`src/hw/rtl/hyst_pkg.sv`:
```
// Shared types and constants for the hysteresis threshold block.
package hyst_pkg;

    localparam int PIX_W  = 8;
    localparam int HIGH_W = 9;
    localparam int CFG_W  = 11;
    localparam int IDX_W  = 2;

    localparam logic [PIX_W-1:0] PIX_ZERO = 8'd0;
    localparam logic [PIX_W-1:0] PIX_MAX  = 8'd255;

    // Pixel classes kept in the line store and the window.
    typedef enum logic [1:0] {
        CLS_ZERO   = 2'd0,
        CLS_WEAK   = 2'd1,
        CLS_STRONG = 2'd2
    } t_cls;

    // Input item kinds.
    localparam logic OP_PIXEL = 1'b0;
    localparam logic OP_FLUSH = 1'b1;

    // Configuration register indexes.
    typedef enum logic [IDX_W-1:0] {
        REG_LOW_THR  = 2'd0,
        REG_HIGH_THR = 2'd1,
        REG_WIDTH    = 2'd2,
        REG_HEIGHT   = 2'd3
    } t_reg_idx;

    localparam logic [PIX_W-1:0]  RST_LOW_THR  = 8'd50;
    localparam logic [HIGH_W-1:0] RST_HIGH_THR = 9'd100;
    localparam logic [CFG_W-1:0]  RST_WIDTH    = 11'd640;
    localparam logic [CFG_W-1:0]  RST_HEIGHT   = 11'd480;

endpackage

```
`src/hw/rtl/hyst_linebuf.sv`:
```
// Two-row class line store with registered read and write-to-read forwarding.
module hyst_linebuf #(
    parameter int DEPTH = 1024,
    localparam int AW = $clog2(DEPTH)
) (
    input  logic             i_clk,
    input  logic             i_rst_n,
    input  logic             i_rd_en,
    input  logic [AW-1:0]    i_rd_addr,
    input  logic             i_wr_en,
    input  logic [AW-1:0]    i_wr_addr,
    input  hyst_pkg::t_cls   i_wr_upper,
    input  hyst_pkg::t_cls   i_wr_middle,
    output hyst_pkg::t_cls   o_upper,
    output hyst_pkg::t_cls   o_middle
);

    // Each entry holds {upper row class, middle row class} of one column.
    logic [3:0]    r_mem [DEPTH];
    logic [3:0]    r_rd_data;
    logic [AW-1:0] r_rd_addr;
    logic          r_last_vld;
    logic [AW-1:0] r_last_addr;
    logic [3:0]    r_last_data;
    logic [3:0]    rd_word;

    always_ff @(posedge i_clk) begin
        if (i_wr_en) begin
            r_mem[i_wr_addr] <= {i_wr_upper, i_wr_middle};
        end
    end

    always_ff @(posedge i_clk) begin
        if (i_rd_en) begin
            r_rd_data <= r_mem[i_rd_addr];
            r_rd_addr <= i_rd_addr;
        end
    end

    always_ff @(posedge i_clk) begin
        if (!i_rst_n) begin
            r_last_vld <= 1'b0;
        end else if (i_wr_en) begin
            r_last_vld <= 1'b1;
        end
    end

    always_ff @(posedge i_clk) begin
        if (i_wr_en) begin
            r_last_addr <= i_wr_addr;
            r_last_data <= {i_wr_upper, i_wr_middle};
        end
    end

    // The most recent write is the newest copy of its column, so it may be
    // forwarded whether it landed at the read edge or earlier.
    always_comb begin
        if (r_last_vld && (r_last_addr == r_rd_addr)) begin
            rd_word = r_last_data;
        end else begin
            rd_word = r_rd_data;
        end
    end

    assign o_upper  = hyst_pkg::t_cls'(rd_word[3:2]);
    assign o_middle = hyst_pkg::t_cls'(rd_word[1:0]);

endmodule

```
`config.mk`:
```
export PLATFORM = sky130hd
export DESIGN_NAME = hyst_linebuf
export DESIGN_NICKNAME = d
export VERILOG_FILES = /design/src/hw/rtl/hyst_pkg.sv /design/src/hw/rtl/hyst_linebuf.sv
export SDC_FILE = /design/constraint.sdc
export NUM_CORES = 2
export LEC_CHECK = 0
export ABC_CLOCK_PERIOD_IN_PS = 3810
export BUFFER_PORTS_ARGS = -buffer_cell sky130_fd_sc_hd__buf_2
export CORE_ASPECT_RATIO = 0.8
export CORE_MARGIN = 10
export CORE_UTILIZATION = 35
export DETAILED_ROUTE_END_ITERATION = 8
export PLACE_DENSITY = 0.62
export SYNTH_ARGS = -nofsm -noshare
export SYNTH_HDL_FRONTEND = slang
export SYNTH_SLANG_ARGS = --single-unit
```
`constraint.sdc`:
```
create_clock -name i_clk -period 3.81 [get_ports i_clk]
set_clock_uncertainty 0.2 [all_clocks]
set_input_delay 0.762 -clock i_clk [delete_from_list [all_inputs] [get_ports i_clk]]
set_output_delay 0.762 -clock i_clk [all_outputs]
set_load 0.02 [all_outputs]
```
==> results.yml <==
synth:
  ys_async_sr_fraction_pct: 0
  synth_area_leader_cell: "edfxtp_1"
  synth_top_family_by_area: "multiplexers"
  synthFlopType: "edfxtp_1"
  synth_most_common_cell: "edfxtp_1"
  synth_simple_gate_area_share_pct: 4.011
  syn_nets: 8369
  syn_inst: 8341
  synth.area.top_cells: "edfxtp_1, mux4_2, mux2i_1, nor2_1, clkbuf_1"
  avgSynthCellArea_um2: 19.55
  yosysTopAreaCellShare_pct: 75.93
  synth-warning-count: 0
  synth_adder_area_share_pct: 0
  synth-compound-area-share_pct: 3.102
  netlist_area_um2: 163100
  ys_types: 80
  synth_xor_xnor_area_share_pct: 0.05370
  yosys-top-cells-count: "edfxtp_1, nor2_1, mux4_2"
  ys_ff_latch: 4125
  synth_mux_area_share_pct: 14.85
  synth_edf_count: 4124
  yosysSeqAreaShare_pct: 75.94
drt:
  dr.first_iter.drc_count: 15040
  wl_per_cell_um: 32.20
  routed_via_density: 5.810
  antenna_left: 0
  routed_wl_um: 507300
  drc: 0
  via_count: 91530
  drt_first_pass_iters: 6
die:
  die_h_um: 630.6
  core-area_um2: 464700
  die_w_um: 783.2
  core.rowCount: 224
  top_level_ports: 32
  start_util_pct: 35.10
  dieArea_um2: 493900
sta:
  max_freq_mhz: 254.6
  setup_viol: 5
  slew_violations: 0
  worst_slew_pin_slew_ns: 1.286
  timing.final.ws_setup_ns: -0.1181
  relSlewSlack_pct: 13.64
  rsz0062_at_grt: "yes"
  period_share_pct: 103.1
  hold_violations: 0
  min_period_ns: 3.928
clock_network:
  clock_sinks: 4125
  clk_latency_ns: 0.96
  cts-root-buf: "clkbuf_16"
  path_clk_slew_ns: 0.06
  cts_tree: "yes"
  cts_buffers: 390
  cts_buffer_depth: 4
  htree_levels: 5
pwr:
  combPwrFrac_pct: 6.1
  p_clk_share_pct: 41.4
  p_int_uw: 74270
  finalPower_uw: 95120
  p_leak_uw: 0.06033
  p_switching_uw: 20850
  vdd_drop_max_uv: 397.0
  sw_frac_of_total_pct: 21.92
  p_seq_share_pct: 52.5
  power_density_nw_per_um2: 496.9
global_route:
  first_global_vias: 88530
  grt_overflow: 0
  grt_usage_pct: 19.84
  use_met2_pct: 28.64
  antenna_found_initial: 59
  grtUsageMet3_pct: 6.130
  globalRouteMet1Util_pct: 28.63
  grt_pass1_wl_um: 705000
  grt.busiest_layer: "met2"
  grt_max_degree: 157
setup_path:
  path_delay_family: "simple AND/OR/NAND/NOR gates"
  path_class: "reg2out"
  cp_num_buf_inv: 2
  worstPathCellList: "xnor2_2, nand4_1, nor3_2, buf_4, mux2_4, buf_6"
  slowest_stage: "edfxtp_1"
  critPathMaxFanout: 4
  end_kind: "primary output"
  crit_required_ns: 2.85
  cp.arrival_ns: 2.97
  critPathLaunchType: "register"
  critPathMaxStageDelay_ns: 0.41
layout:
  fillers: 40590
  areaGrowthSynthToFinish_pct: 17.36
  drive_above_1_share_pct: 27.05
  fin_nets: 9233
flow_run:
  maxCapViolations: 0
place:
  dpl_worst_slack_ns: -1.331
  place_congestion: 0.8871
  port-buffer-count: 31
  dp_hpwl_um: 338000
min_path:
  worst_hold_path_type: "in2reg"
run_status:
  outcome: "complete, but fails checks"
  violations: "negative setup slack"
[per-stage QoR]
| stage | area [um^2] | utilization (%) | cells | setup TNS, ns | hold slack [ns] |
|---|---|---|---|---|---|
| 2_1_floorplan | 163100 | - | 8341 | 0 | 0.2403 |
| 6_report | 191400 | 41.19 | 15760 | -0.4427 | 0.07184 |
| 4_1_cts | 191400 | 41.18 | 15740 | -0.5574 | 0.001396 |
| 3_5_place_dp | 178500 | 38.40 | 15020 | -4.404 | 0.2763 |
| 3_3_place_gp | 178500 | 38.40 | 15020 | -4.356 | 0.2711 |
| 5_1_grt | 191400 | 41.19 | 15740 | -0.3236 | 0.03582 |
[worst register-to-register path, cell delays in order (launching register included)]
cell and delay, ns:
edfxtp_1 0.37, mux4_2 0.29, nor3_1 0.07, nor4_1 0.86, buf_4 0.25, nand2_1 0.14
buf_12 0.18, a211oi_1 0.67, nor2b_1 0.17, o2111ai_1 0.25
[cell usage in the layout (no fill, tap or decap), drive strengths merged, types with 21 or more instances in the layout]
cell type / count
mux2i: 432
a2111oi: 21
clkinvlp: 21
clkbuf: 456
o22ai: 118
clkinv: 174
bufinv: 46
o221ai: 111
nand4: 28
nor4: 25
a211oi: 33
o21ai: 88
buf: 1052
nor3: 82
mux2: 37
nor2: 1096
a221oi: 34
nand3: 53
edfxtp: 4124
a22oi: 123
nand2: 163
mux4: 862
a21oi: 103
[layout make-up]
type                    count  area (um^2)  area share [%]
flip-flops and latches   4125       123900           64.71
multi-input cells        3622        36350           18.99
repair buffers           1060        10620           5.549
clock buffers             456        10070           5.261
well taps                6215         7776           4.062
clock inverters           254         2671           1.396
diodes                     17        42.54         0.02222
inverters                   6        30.03         0.01569
[final timing paths]
path | startpoint | to | slack [ns] | cells past startpoint
hold / removal | i_wr_middle[1] | r_mem[374][1] | 0.07 | 1
setup reg to reg | r_mem[898][1] | r_rd_data[1] | 0.26 | 9
hold reg to reg | r_last_vld | r_last_vld | 0.30 | 1
setup / recovery | r_rd_addr[5] | o_middle[0] | -0.12 | 6
[power groups by stage]
stage          registers [uW]  clock network [uW]  logic (uW)
4_1_cts                 50000               39700        5690
2_1_floorplan           51000                   0        2440
5_1_grt                 49900               41500        5960
3_3_place_gp            50900                   0        5570
3_5_place_dp            51000                   0        5650
6_report                50000               39400        5790
[state kept, by name (all words and copies together) (netlist names)]
| register | flops |
|---|---|
| r_rd_addr | 10 |
| r_mem | 4096 |
| r_rd_data | 4 |
| r_last_data | 4 |
| r_last_addr | 10 |
| r_last_vld | 1 |
[metal layers]
metal | part of all wire (%) | vias to the layer above
met3 | 14 | 869
met1 | 39 | 48090
met2 | 43 | 6606
li1 | - | 35950
met5 | 0.028 | -
met4 | 3.5 | 22
[cell families after synthesis]
family / after synthesis
xor gates and xnor gates: 10
AOI/OAI and AO/OA: 719
muxes: 1331
buffers and inverters: 594
DFF: 4125
and+or+nand+nor: 1562
[timing repair]
action	CTS	global route
pin swaps	3	2
endpoints found under the setup margin	7	6
resized for setup	20	3
hold buffers	8	0
endpoints found under the hold margin	9	0
setup buffers	0	0
gates cloned	0	0
(Power assumes the default switching activity.)
